### src/sv/cst_pkg.sv
// cst_pkg: shared types and constants for the character stream tokenizer
// depends on nothing; used by cst_core, cst_fifo and char_stream_tokenizer
package cst_pkg;

    localparam int unsigned MAX_TEXT = 65536;
    localparam int unsigned POS_W    = 16;
    localparam int unsigned CAP_INT  = (MAX_TEXT - 1 > 65535) ? 65535 : MAX_TEXT - 1;
    localparam logic [POS_W-1:0] POS_CAP = POS_W'(CAP_INT);

    localparam logic [7:0] CH_NUL       = 8'h00;
    localparam logic [7:0] CH_BACKSLASH = 8'h5C;
    localparam logic [7:0] CH_DQUOTE    = 8'h22;
    localparam logic [7:0] CH_SQUOTE    = 8'h27;

    // result queue depth, room for two beats is needed before a byte fires
    localparam int unsigned FIFO_DEPTH = 4;
    localparam int unsigned FIFO_AW    = $clog2(FIFO_DEPTH);

    typedef enum logic [1:0] {
        QM_NONE   = 2'd0,
        QM_DOUBLE = 2'd1,
        QM_SINGLE = 2'd2
    } quote_mode_t;

    typedef enum logic [1:0] {
        CLS_OTHER = 2'd0,
        CLS_SPACE = 2'd1,
        CLS_PUNCT = 2'd2
    } byte_class_t;

    typedef struct packed {
        logic [POS_W-1:0] token_start;
        logic [POS_W-1:0] token_length;
        logic             last_of_run;
        logic             bad_string;
    } result_t;

    // handoff from the core to the result queue
    typedef struct packed {
        logic    push0;
        logic    push1;
        result_t res0;
        result_t res1;
    } push_t;

endpackage

### src/sv/cst_core.sv
// cst_core: input register plus tokenizer state and classification logic
// depends on cst_pkg
module cst_core
(
    input  logic               clk,
    input  logic               rst_n,
    input  logic               in_valid,
    output logic               in_ready,
    input  logic [7:0]         in_byte,
    input  logic               room,
    output cst_pkg::push_t     push
);

    logic                        valid_reg;
    logic [7:0]                  byte_reg;
    logic [cst_pkg::POS_W-1:0]   pos_reg, pos_next;
    logic [cst_pkg::POS_W-1:0]   pend_reg, pend_next;
    cst_pkg::quote_mode_t        qm_reg, qm_next;
    logic                        bs_reg, bs_next;
    logic                        halted_reg, halted_next;

    logic                        fire;
    logic [cst_pkg::POS_W-1:0]   len;
    logic [cst_pkg::POS_W-1:0]   pos_sat;
    cst_pkg::quote_mode_t        kind;
    cst_pkg::quote_mode_t        qm_work;
    logic [cst_pkg::POS_W-1:0]   pend_work;
    logic                        is_quote;
    logic                        bad;
    cst_pkg::byte_class_t        cls;

    function automatic cst_pkg::byte_class_t classify(input logic [7:0] c);
        cst_pkg::byte_class_t r;
        case (c)
            8'h20, 8'h09, 8'h0A, 8'h0D: r = cst_pkg::CLS_SPACE;
            8'h2D, 8'h2B, 8'h2A, 8'h2F, 8'h5B, 8'h5D, 8'h7B, 8'h7D,
            8'h3B, 8'h3D, 8'h21, 8'h40, 8'h2C, 8'h24, 8'h7E, 8'h60,
            8'h25, 8'h5E, 8'h26, 8'h28, 8'h29, 8'h23, 8'h2E, 8'h3F:
                r = cst_pkg::CLS_PUNCT;
            default: r = cst_pkg::CLS_OTHER;
        endcase
        return r;
    endfunction

    assign fire     = valid_reg && room;
    assign in_ready = !valid_reg || room;

    assign len     = (pos_reg >= pend_reg) ? (pos_reg - pend_reg) : '0;
    assign pos_sat = (pos_reg >= cst_pkg::POS_CAP) ? cst_pkg::POS_CAP
                                                   : pos_reg + 1'b1;
    assign is_quote = (byte_reg == cst_pkg::CH_DQUOTE) || (byte_reg == cst_pkg::CH_SQUOTE);
    assign kind     = (byte_reg == cst_pkg::CH_DQUOTE) ? cst_pkg::QM_DOUBLE
                                                       : cst_pkg::QM_SINGLE;
    assign cls      = classify(byte_reg);

    always_comb
    begin
        pos_next    = pos_reg;
        pend_next   = pend_reg;
        qm_next     = qm_reg;
        bs_next     = bs_reg;
        halted_next = halted_reg;
        qm_work     = qm_reg;
        pend_work   = pend_reg;
        bad         = 1'b0;
        push        = '0;
        push.res0.token_start  = pend_reg;
        push.res0.token_length = len;
        push.res1.token_start  = pos_reg;
        push.res1.token_length = cst_pkg::POS_W'(1);
        push.res1.last_of_run  = 1'b1;

        if (fire)
        begin
            if (byte_reg == cst_pkg::CH_NUL)
            begin
                pos_next    = '0;
                pend_next   = '0;
                qm_next     = cst_pkg::QM_NONE;
                bs_next     = 1'b0;
                halted_next = 1'b0;
            end
            else if (!halted_reg)
            begin
                if (is_quote)
                begin
                    if (qm_reg != cst_pkg::QM_NONE && qm_reg == kind)
                    begin
                        if (bs_reg)
                            bad = 1'b1;
                        else
                            qm_work = cst_pkg::QM_NONE;
                    end
                    else if (qm_reg == cst_pkg::QM_NONE)
                    begin
                        pend_work = pos_reg;
                        qm_work   = kind;
                    end
                end

                if (bad)
                begin
                    // report the bad closing quote and freeze until a nul
                    push.push0            = 1'b1;
                    push.res0.last_of_run = 1'b1;
                    push.res0.bad_string  = 1'b1;
                    halted_next           = 1'b1;
                end
                else
                begin
                    if (qm_work == cst_pkg::QM_NONE)
                    begin
                        case (cls)
                            cst_pkg::CLS_SPACE:
                            begin
                                push.push0            = 1'b1;
                                push.res0.last_of_run = 1'b1;
                                pend_work             = pos_sat;
                            end
                            cst_pkg::CLS_PUNCT:
                            begin
                                push.push0 = 1'b1;
                                push.push1 = 1'b1;
                                pend_work  = pos_sat;
                            end
                            default: ;
                        endcase
                    end
                    qm_next   = qm_work;
                    pend_next = pend_work;
                    bs_next   = (byte_reg == cst_pkg::CH_BACKSLASH) ? ~bs_reg : 1'b0;
                    pos_next  = pos_sat;
                end
            end
        end
    end

    always_ff @(posedge clk or negedge rst_n)
    begin
        if (!rst_n)
        begin
            valid_reg  <= 1'b0;
            pos_reg    <= '0;
            pend_reg   <= '0;
            qm_reg     <= cst_pkg::QM_NONE;
            bs_reg     <= 1'b0;
            halted_reg <= 1'b0;
        end
        else
        begin
            if (in_ready)
                valid_reg <= in_valid;
            pos_reg    <= pos_next;
            pend_reg   <= pend_next;
            qm_reg     <= qm_next;
            bs_reg     <= bs_next;
            halted_reg <= halted_next;
        end
    end

    always_ff @(posedge clk)
    begin
        if (in_valid && in_ready)
            byte_reg <= in_byte;
    end

    a_push_order: assert property (@(posedge clk) disable iff (!rst_n)
        push.push1 |-> push.push0)
        else $error("second beat pushed without the first");

    a_halt_silent: assert property (@(posedge clk) disable iff (!rst_n)
        (halted_reg && byte_reg != cst_pkg::CH_NUL) |-> !push.push0)
        else $error("result produced while halted");

    a_bad_halts: assert property (@(posedge clk) disable iff (!rst_n)
        (push.push0 && push.res0.bad_string) |=> halted_reg)
        else $error("bad string did not halt the tokenizer");

    a_no_push_idle: assert property (@(posedge clk) disable iff (!rst_n)
        !fire |-> (!push.push0 ##1 $stable(pos_reg)))
        else $error("state moved without a byte");

endmodule

### src/sv/cst_fifo.sv
// cst_fifo: small result queue taking up to two beats per cycle, one out
// depends on cst_pkg
module cst_fifo
(
    input  logic             clk,
    input  logic             rst_n,
    input  cst_pkg::push_t   push,
    output logic             room,
    output logic             out_valid,
    input  logic             out_ready,
    output cst_pkg::result_t out_data
);

    localparam logic [cst_pkg::FIFO_AW:0] DEPTH_C = (cst_pkg::FIFO_AW + 1)'(cst_pkg::FIFO_DEPTH);

    cst_pkg::result_t            mem [cst_pkg::FIFO_DEPTH];
    logic [cst_pkg::FIFO_AW-1:0] wr_reg, rd_reg;
    logic [cst_pkg::FIFO_AW:0]   count_reg;
    logic                        pop;
    logic [cst_pkg::FIFO_AW:0]   n_push;
    logic [cst_pkg::FIFO_AW-1:0] wr_plus1;

    assign pop       = out_valid && out_ready;
    assign out_valid = (count_reg != '0);
    assign out_data  = mem[rd_reg];
    assign room      = (count_reg <= DEPTH_C - 2'd2);
    assign n_push    = (cst_pkg::FIFO_AW + 1)'(push.push0) + (cst_pkg::FIFO_AW + 1)'(push.push1);
    assign wr_plus1  = wr_reg + 1'b1;

    always_ff @(posedge clk or negedge rst_n)
    begin
        if (!rst_n)
        begin
            wr_reg    <= '0;
            rd_reg    <= '0;
            count_reg <= '0;
        end
        else
        begin
            wr_reg    <= wr_reg + n_push[cst_pkg::FIFO_AW-1:0];
            if (pop)
                rd_reg <= rd_reg + 1'b1;
            count_reg <= count_reg + n_push - (cst_pkg::FIFO_AW + 1)'(pop);
        end
    end

    always_ff @(posedge clk)
    begin
        if (push.push0)
            mem[wr_reg] <= push.res0;
        if (push.push1)
            mem[wr_plus1] <= push.res1;
    end

    a_no_overflow: assert property (@(posedge clk) disable iff (!rst_n)
        count_reg <= DEPTH_C)
        else $error("result queue overflow");

    a_push_room: assert property (@(posedge clk) disable iff (!rst_n)
        push.push0 |-> room)
        else $error("push without room for two beats");

    a_count_track: assert property (@(posedge clk) disable iff (!rst_n)
        ##1 count_reg == $past(count_reg) + $past(n_push)
                         - (cst_pkg::FIFO_AW + 1)'($past(pop)))
        else $error("queue count out of step with pushes and pops");

endmodule

### src/sv/char_stream_tokenizer.sv
// char_stream_tokenizer: splits a byte stream into tokens at whitespace and punctuation
// path: an accepted byte is registered; its beats then enter the queue behind queued beats
// throughput: one byte per cycle; a punctuation byte gives two beats that drain one per cycle
// rate is set by the single output port of the result queue; input stalls below two free slots
// reset: rst_n asynchronously clears position, token start, quote mode, halt flag and queue
// depends on cst_pkg, cst_core, cst_fifo
module char_stream_tokenizer
(
    input  logic        clk,
    input  logic        rst_n,
    input  logic        in_valid,
    output logic        in_ready,
    input  logic [7:0]  text_byte,
    output logic        out_valid,
    input  logic        out_ready,
    output logic [15:0] token_start,
    output logic [15:0] token_length,
    output logic        last_of_run,
    output logic        bad_string
);

    cst_pkg::push_t   push;
    cst_pkg::result_t head;
    logic             room;

    cst_core u_core
    (
        .clk      (clk),
        .rst_n    (rst_n),
        .in_valid (in_valid),
        .in_ready (in_ready),
        .in_byte  (text_byte),
        .room     (room),
        .push     (push)
    );

    cst_fifo u_fifo
    (
        .clk       (clk),
        .rst_n     (rst_n),
        .push      (push),
        .room      (room),
        .out_valid (out_valid),
        .out_ready (out_ready),
        .out_data  (head)
    );

    assign token_start  = head.token_start;
    assign token_length = head.token_length;
    assign last_of_run  = head.last_of_run;
    assign bad_string   = head.bad_string;

endmodule

### config.mk
export PLATFORM = sky130hd
export DESIGN_NAME = char_stream_tokenizer
export DESIGN_NICKNAME = d
export VERILOG_FILES = /design/src/sv/cst_pkg.sv /design/src/sv/cst_core.sv /design/src/sv/cst_fifo.sv /design/src/sv/char_stream_tokenizer.sv
export SDC_FILE = /design/constraint.sdc
export NUM_CORES = 1
export LEC_CHECK = 0
export ABC_AREA = 0
export BUFFER_PORTS_ARGS = -buffer_cell sky130_fd_sc_hd__buf_4
export CORE_MARGIN = 5
export CORE_UTILIZATION = 40
export CTS_BUF_LIST = sky130_fd_sc_hd__clkbuf_8
export DETAILED_ROUTE_END_ITERATION = 16
export GPL_TIMING_DRIVEN = 0
export HOLD_SLACK_MARGIN = 0.15
export SKIP_CTS_REPAIR_TIMING = 1
export SYNTH_ARGS = -nofsm -noshare
export SYNTH_HDL_FRONTEND = slang
export SYNTH_HIERARCHICAL = 1
export SYNTH_SLANG_ARGS = --single-unit
### constraint.sdc
create_clock -name clk -period 14.8 [get_ports clk]
set_input_delay 1.48 -clock clk [delete_from_list [all_inputs] [get_ports clk]]
set_output_delay 1.48 -clock clk [all_outputs]
set_load 0.01 [all_outputs]
# Word level (Yosys, flattened, before mapping)
# Memory sizes are Yosys's and may differ from the RTL's. A register that Yosys moved wholly into a read port is not among the register bits.
# Cells that the tools add are included.
# totals
ff_bits,52
ramBits,136
rom_bits,256
in_bits,12
output_inout_bits,36
elab_cells,103
memories,2
# memory_table
memory,words,word_bits,read_ports,rd_clocked_by_memory_dff,write_ports,line,text
(no name shown),128,2,1,1,0,cst_core.sv:34,case (c)
u_fifo.mem,4,34,1,0,2,cst_fifo.sv:16,cst_pkg::result_t mem [cst_pkg::FIFO_DEPTH];
# op_classes
n_addsub,8
magnitude_cmp,3
n_eq_ne,8
mux,57
bitwise,1
n_reduce_logical,14
# op_table
op,count
$mux 16,13
$mux 2,19
$mux 1,24
$add 16x1->16 const B,1
$eq 8x6->1 const B,2
$ge 16x16->1,1
$ge 16x16->1 const B,1
$sub 16x16->16,1
$eq 8x7->1 const B,1
$logic_not 8->1,1
$mux 7,1
$add 2x1->2 const B,2
$logic_and 1x1->1,4
$logic_not 2->1,2
$add 3x3->3,1
$le 3x2->1 const B,1
$reduce_and 3->1,1
$reduce_bool 3->1,1
$sub 3x1->3,1
$add 1x1->2,1
$add 2x2->2,1
$eq 2x1->1 const B,1
$eq 2x2->1,1
$eq 2x2->1 const B,1
other kinds (7),8

# Depth between registers and ports, before layout
# Gate-level depths: netlist of the first run.
# depth
depth_word,18
depth_mapped,17

# Modules after synthesis
# The synthesis of the first run kept the hierarchy.
# modules_own_cells
mod,instances,cells_each,area_each_um2,seq_area_each_um2
cst_fifo,1,368,6954.2,4259.1
cst_core,1,489,3946.3,1206.2

# Worst setup path before layout of the first run
# OpenSTA, ideal clock, no wires.
# synth_timing
path_type,reg2reg
startpoint,reg u_core.byte_reg[7]
endpoint,"mem u_fifo/mem[2][0] (netlist bit), enable pin"
setup_time_ns,0.472
arrival_time_ns,4.331
required_ns,14.328
slack_ns,9.997
stages_incl_launch_ff,10
n_path_buf,1
synth_period_minus_slack_ns,4.803
cell_sequence,edfxtp_1 nand2b_1 ha_1 or3_1 a31oi_1 a41oi_1 buf_2 a21oi_1 nand2b_1 o21ai_0
# synth_rtl
element,line,text
start: declaration,cst_core.sv:15,logic [7:0] byte_reg;
start signal: assignment,cst_core.sv:164,byte_reg <= in_byte;
end: declaration,cst_fifo.sv:16,

==> impl_metrics.csv, run 1 <==
group,metric,value,unit
yosys,yosys.area_share.adder,0.0347,
grt,grt_max_degree,45,
floorplanning,start_util,0.406,
cells_and_area,largest_register_ffs,136,
place,dpl.hpwl,18100,um
route,wirelength,25800,um
yosys,synth_top_area_share,0.397,
route,drt-vias-per-instance,5.46,
sta,rsz0062_at_grt,"false",
yosys,synth_xor_area_frac,0.0232,
clocking,clockRootBuffer,"clkbuf_8",
critical_path,reg2regPathDepth,14,
sta,min_period_over_period,0.288,
yosys,avgSynthCellArea,12.7,um2
critical_path,endpoint_kind,"flop",
clocking,htree_levels,4,
grt,overflow,0,
floorplanning,die_h,175,um
sta,finalHoldViolCount,0,
critical_path,cp_max_fo,6,
sta,finalMaxSlewViolations,0,
yosys,yosysSeqAreaShare,0.501,
critical_path,start_kind,"flop",
critical_path,critPathKind,"reg -> reg",
sta,max_freq,235,MHz
cells_and_area,diodes,0,
route,drc,0,
yosys,synth.mux.area_fraction,0.226,
yosys,synth_top_family_by_area,"multiplexers",
sta,final.setup.tns,0,ns
sta,worstMarginPinSlew,1.11,ns
power,peakVddDrop,0.0563,mV
clocking,path_clk_slew,0.11,ns
place,port_buffers,47,
cells_and_area,area_growth,12.8,%
clocking,clk_latency,0.47,ns
critical_path,crit_slowest_cell,"nor3b_1",
yosys,yosysTopAreaCell,"edfxtp_1",
sta,relSlewSlack,0.257,
yosys,synth_edf_count,144,
yosys,synth_area,10900,um2
yosys,synthArstFlopShare,0.232,
yosys,synth_ff_type,"edfxtp_1",
worst_hold_path,hp-start,"u_fifo/wr_reg[0]",
critical_path,critPathMaxStageDelay,0.90,ns
critical_path,worstReg2RegStart,"u_core/byte_reg[0]",
sta,finalClockSkew,0.0186,ns
sta,min_period,4.26,ns
grt,grt_pass1_vias,7169,
place,gp_congestion,0.873,
floorplanning,fp.dieW,175,um
route,drt_iter0_markers,504,
clocking,cts_inserted_buffers,17,
cells_and_area,final_area,12300,um2
route,num_vias,7078,
yosys,synthCells,857,
yosys,ys_types,72,
route,drt_pass1_iterations,5,
cells_and_area,layout_commonest_cell,"edfxtp_1",
cells_and_area,fin_nets,984,
critical_path,cp_cell_sequence,"nor3_1, mux2i_2, and2_1, a21oi_1, nor3b_1, ha_1, inv_1, ha_1, inv_1, ha_1, inv_1, fa_1, xor2_1, xnor2_1",
cells_and_area,final_cell_mix,"edfxtp_1 (144), mux2_2 (138), buf_4 (71)",
floorplanning,die-area,30700,um2
critical_path,cp_top_family,"simple AND/OR/NAND/NOR gates",
power,power.density,161,nW/um2
critical_path,cp.arrival,4.62,ns
route,postRouteAntennaNets,0,
yosys,synth.area.top_cells,"edfxtp_1 (40%), mux2_2 (14%), dfrtp_1 (10%), mux4_2 (7.0%), ha_1 (3.1%)",
critical_path,reg2reg_slack,10.54,ns
route,wl_per_cell,19.9,um
cells_and_area,utilization,0.457,
worst_hold_path,hp-class,"reg -> reg",
critical_path,r2r_end,"u_fifo/count_reg[2]",
clocking,clockBufferDepth,2,
floorplanning,rows,60,
place,post_dp_cell_area,11900,um2
worst_hold_path,whs_path_depth,1,
power,p_leak,4.84,nW
clocking,cts_tree,"built",
grt,antenna_found_initial,0,
critical_path,crit_required,15.16,ns
cells_and_area,drive_gt1_frac,0.340,
critical_path,path_buf_inv,3,
sta,finalSetupViolCount,0,
outcome,status,"complete, no violations",
job,maxCapViolCount,0,
yosys,synth-compound-area-share,0.0852,
yosys,synth_simple_gate_area_frac,0.0812,
floorplanning,io-pin-count,48,
worst_hold_path,holdPathEnd,"u_fifo/wr_reg[0]",
yosys,ys_ff_latch,190,
floorplanning,coreArea,26900,um2
clocking,cts_num_sinks,190,
yosys,ys_warn_count,6,
grt,grt_pass1_wl,41200,um
grt,track_usage,0.171,
-- metrics by stage --
| step | hold WS (ns) | setup slack [ns] | power [mW] | instances |
|---|---|---|---|---|
| floorplan | 0.473 | 10.0 | 1.35 | 873 |
| global placement | 0.485 | 7.42 | 1.60 | 1261 |
| detailed placement | 0.498 | 10.63 | 1.61 | 1265 |
| CTS | 0.521 | 10.59 | 1.99 | 1297 |
| global route | 0.530 | 10.19 | 2.10 | 1297 |
| finish | 0.519 | 10.54 | 1.97 | 1297 |
-- kinds of logic (layout without fill, tap and decap cells) --
family                     count (synthesis)  after routing
AOI/OAI and AO/OA                        143            143
xor gates and xnor gates                  28             28
adders and majority gates                 29             29
buffers and inverters                    100            183
DFF                                      190            190
muxes                                    186            186
other                                      2             18
and+or+nand+nor                          179            179
-- worst max-delay path by stage --
stage                             startpoint             endpoint  slack [ns]  cells past startpoint
after floorplan           u_core/byte_reg[7]     u_fifo/mem[2][0]        10.0                      9
after global placement    u_core/byte_reg[7]    u_fifo/mem[2][23]        7.42                      9
after detailed placement  u_core/byte_reg[0]  u_fifo/count_reg[2]       10.63                     14
after CTS                 u_core/byte_reg[0]  u_fifo/count_reg[2]       10.59                     14
after global routing      u_core/byte_reg[0]  u_fifo/count_reg[2]       10.19                     14
final                     u_core/byte_reg[0]  u_fifo/count_reg[2]       10.54                     14
-- per-layer routing --
metal / up-vias / track usage / part of all wire
met3: 27 / 0.0281 / 0.042
met5: - / 0 / 0
met2: 165 / 0.292 / 0.50
li1: 3380 / - / -
met1: 3506 / 0.232 / 0.45
met4: 0 / 0.0390 / 0.012
-- cell usage after synthesis (8+ instances only) --
cell type  count
nand4_1        8
o21ai_1       10
xor2_1        10
edfxtp_1     144
o22ai_1        8
mux4_2        34
nand2_1       40
mux2i_1       11
dfrtp_1       44
buf_4         24
xnor2_1       17
inv_1         39
nand2b_1       9
buf_2         24
nand3_1       14
a31oi_1        8
nor2_1        63
clkbuf_1       8
ha_1          27
o21ai_0       28
nor3_1        13
a21oi_1       38
mux2_2       138
-- worst register-to-register path, delay by kind of cell, from the launching register on --
family                   cells  cell delay [ns]
AND/OR/NAND/NOR              3             1.51
multiplexers                 1             0.40
XOR/XNOR                     2             0.29
buffers and inverters        3             0.16
AO/OA/AOI/OAI                1             0.10
adder cells (fa/ha/maj)      4             1.16
flip-flops                   1             0.51
-- where the power goes --
| part | internal [mW] | switching [mW] |
|---|---|---|
| Clock | 0.174 | 0.206 |
| Combinational | 0.433 | 0.436 |
| Sequential | 0.665 | 0.0597 |
| Total | 1.27 | 0.702 |
-- area by class of cell --
type | instances | area [um2]
plain buffers | 61 | 372
clock buffers | 17 | 234
clock inverters | 15 | 199
fillers | 2448 | 14600
inverters | 39 | 146
multi-input cells | 583 | 5010
flip-flops and latches | 190 | 5470
well taps | 341 | 427
repair buffers | 51 | 433
(Power assumes the default switching activity.)
==> inputs of run 2 (changes only) <==
clock period = 4 ns   (was 14.8 ns; I/O delays follow)
==> run 2 against run 1 <==
  * Utilization rose by 0.49 points
  * Sequential power grew to 3.7 times the previous value
  * Count of clock-buffer cells in the layout did not move
  * Combinational power grew to 3.7 times the previous value
  * Power rose to 3.7 times the previous value
  * Sequential share of layout area is 0.47 points lower
  * Routed wire length is 0.27% higher
==> impl_metrics.csv, run 2 (synthesis gave the netlist of run 1 again) <==
group,metric,value,unit
clocking,htree_levels,4,
clocking,clockRootBuffer,"clkbuf_8",
route,num_vias,7157,
place,port_buffers,47,
power,intPower,4.66,mW
cells_and_area,area_growth,14.0,%
clocking,cts_tree,"built",
power,clkPwrFrac,0.187,
clocking,path_clk_slew,0.11,ns
cells_and_area,layout_commonest_cell,"edfxtp_1",
clocking,cts_num_sinks,190,
floorplanning,io-pin-count,48,
critical_path,cp_top_family,"adder cells",
sta,finalHoldViolCount,0,
route,drt_iter0_markers,590,
critical_path,cp_max_fo,10,
critical_path,cp.arrival,4.04,ns
cells_and_area,utilization,0.462,
sta,min_period,3.68,ns
sta,worstMarginPinSlew,0.788,ns
cells_and_area,fin_nets,995,
place,gp_congestion,0.871,
power,p_leak,4.89,nW
critical_path,crit_path_start,"u_core/byte_reg[7]",
sta,finalClockSkew,0.0243,ns
critical_path,critPathKind,"reg -> reg",
route,drc,0,
grt,grt_pass1_vias,7026,
critical_path,r2r_end,"u_fifo/count_reg[2]",
critical_path,critPathMaxStageDelay,0.43,ns
cells_and_area,final_area,12400,um2
route,postRouteAntennaNets,0,
grt,grt_max_degree,45,
grt,track_usage,0.168,
route,drt-vias-per-instance,5.47,
route,wirelength,25900,um
clocking,cts_inserted_buffers,17,
worst_hold_path,whs_path_depth,3,
grt,grt_pass1_wl,40300,um
critical_path,cp_cell_sequence,"nand2b_1, ha_1, or3_1, a31oi_1, a41oi_1, buf_2, a21oi_4, ha_1, inv_1, ha_1, inv_1, ha_1, inv_1, fa_1, xor2_1, xnor2_1",
power,combPwrFrac,0.445,
floorplanning,die_h,175,um
critical_path,crit_slowest_cell,"edfxtp_1",
floorplanning,die-area,30700,um2
cells_and_area,drive_gt1_frac,0.339,
critical_path,start_kind,"flop",
route,wl_per_cell,19.8,um
critical_path,path_buf_inv,4,
grt,antenna_found_initial,0,
route,drt_pass1_iterations,7,
sta,whs,0.269,ns
floorplanning,coreArea,26900,um2
critical_path,crit_required,4.35,ns
power,power.density,587,nW/um2
outcome,status,"complete, no violations",
cells_and_area,largest_register_ffs,136,
job,maxCapViolCount,0,
floorplanning,fp.dieW,175,um
place,dpl.hpwl,18200,um
sta,relSlewSlack,0.473,
power,switching_share,0.361,
sta,min_period_over_period,0.920,
critical_path,worstReg2RegStart,"u_core/byte_reg[7]",
critical_path,reg2reg_slack,0.32,ns
clocking,clk_latency,0.47,ns
power,pwr-share-seq,0.368,
worst_hold_path,holdPathEnd,"u_fifo/rd_reg[1]",
floorplanning,start_util,0.406,
grt,overflow,0,
sta,finalMaxSlewViolations,0,
critical_path,cp_common_cell,"ha_1",
cells_and_area,diodes,0,
critical_path,reg2regPathDepth,16,
power,total_power,7.29,mW
place,post_dp_cell_area,11900,um2
clocking,clockBufferDepth,2,
power,peakVddDrop,0.257,mV
worst_hold_path,hp-start,"out_ready",
power,switchingPower,2.63,mW
sta,max_freq,272,MHz
floorplanning,rows,60,
worst_hold_path,hp-class,"in -> reg",
critical_path,endpoint_kind,"flop",
cells_and_area,final_cell_mix,"edfxtp_1 (144), mux2_2 (138), buf_4 (72)",
sta,finalSetupViolCount,0,
## run 2: cell types whose count changed in the layout (fill, tap and decap cells not counted), sizes merged
| cell | before | now |
|---|---|---|
| buf | 104 | 105 |
| bufinv | 3 | 2 |
| clkinv | 2 | 3 |
| dlygate4sd3 | 0 | 10 |
## run 2: power by group through the flow
| stage | clock, mW | combinational (mW) | sequential, mW |
|---|---|---|---|
| after CTS | 1.40 | 3.25 | 2.68 |
| final | 1.37 | 3.24 | 2.68 |
| after global placement | 0 | 3.21 | 2.72 |
| after detailed placement | 0 | 3.22 | 2.72 |
| after global routing | 1.48 | 3.53 | 2.71 |
| after floorplan | 0 | 2.34 | 2.64 |
## run 2: worst max-delay path by stage
stage | endpoint | slack [ns] | depth (start not counted)
floorplan | u_fifo/mem[2][0] | -0.80 | 9
global placement | u_fifo/mem[2][22] | -3.46 | 9
detailed placement | u_fifo/count_reg[2] | -0.31 | 14
CTS | u_fifo/count_reg[2] | -0.31 | 15
global route | u_fifo/count_reg[2] | -0.01 | 15
finish | u_fifo/count_reg[2] | 0.32 | 16
## run 2: final cells by class
| cell class | instances | area, um2 |
|---|---|---|
| fillers | 2428 | 14500 |
| flip-flops and latches | 190 | 5470 |
| multi-input cells | 583 | 5040 |
| repair buffers | 62 | 548 |
| well taps | 341 | 427 |
| plain buffers | 61 | 372 |
| clock buffers | 17 | 234 |
| clock inverters | 15 | 194 |
| inverters | 39 | 146 |
## run 2: through the flow
stage	TNS [ns]	std cells	worst slack, ns
final	0	1308	0.318
after CTS	-19.29	1297	-0.313
after global routing	-0.0141	1308	-0.0141
after floorplan	-54.60	873	-0.803
after global placement	-288.85	1261	-3.46
after detailed placement	-16.15	1265	-0.305
## run 2: tightest hold or removal path, delay by kind of cell
family / cells / cell delay, ns
buf+inv: 1 / 0.11
compound gates: 1 / 0.11
xor+xnor: 1 / 0.07
## run 2: routing by layer
metal	vias to the layer above	part of all wire	GRT usage
met5	-	0	0
met4	0	0.011	0.0376
met3	15	0.038	0.0225
met2	178	0.50	0.291
met1	3561	0.45	0.225
li1	3403	-	-
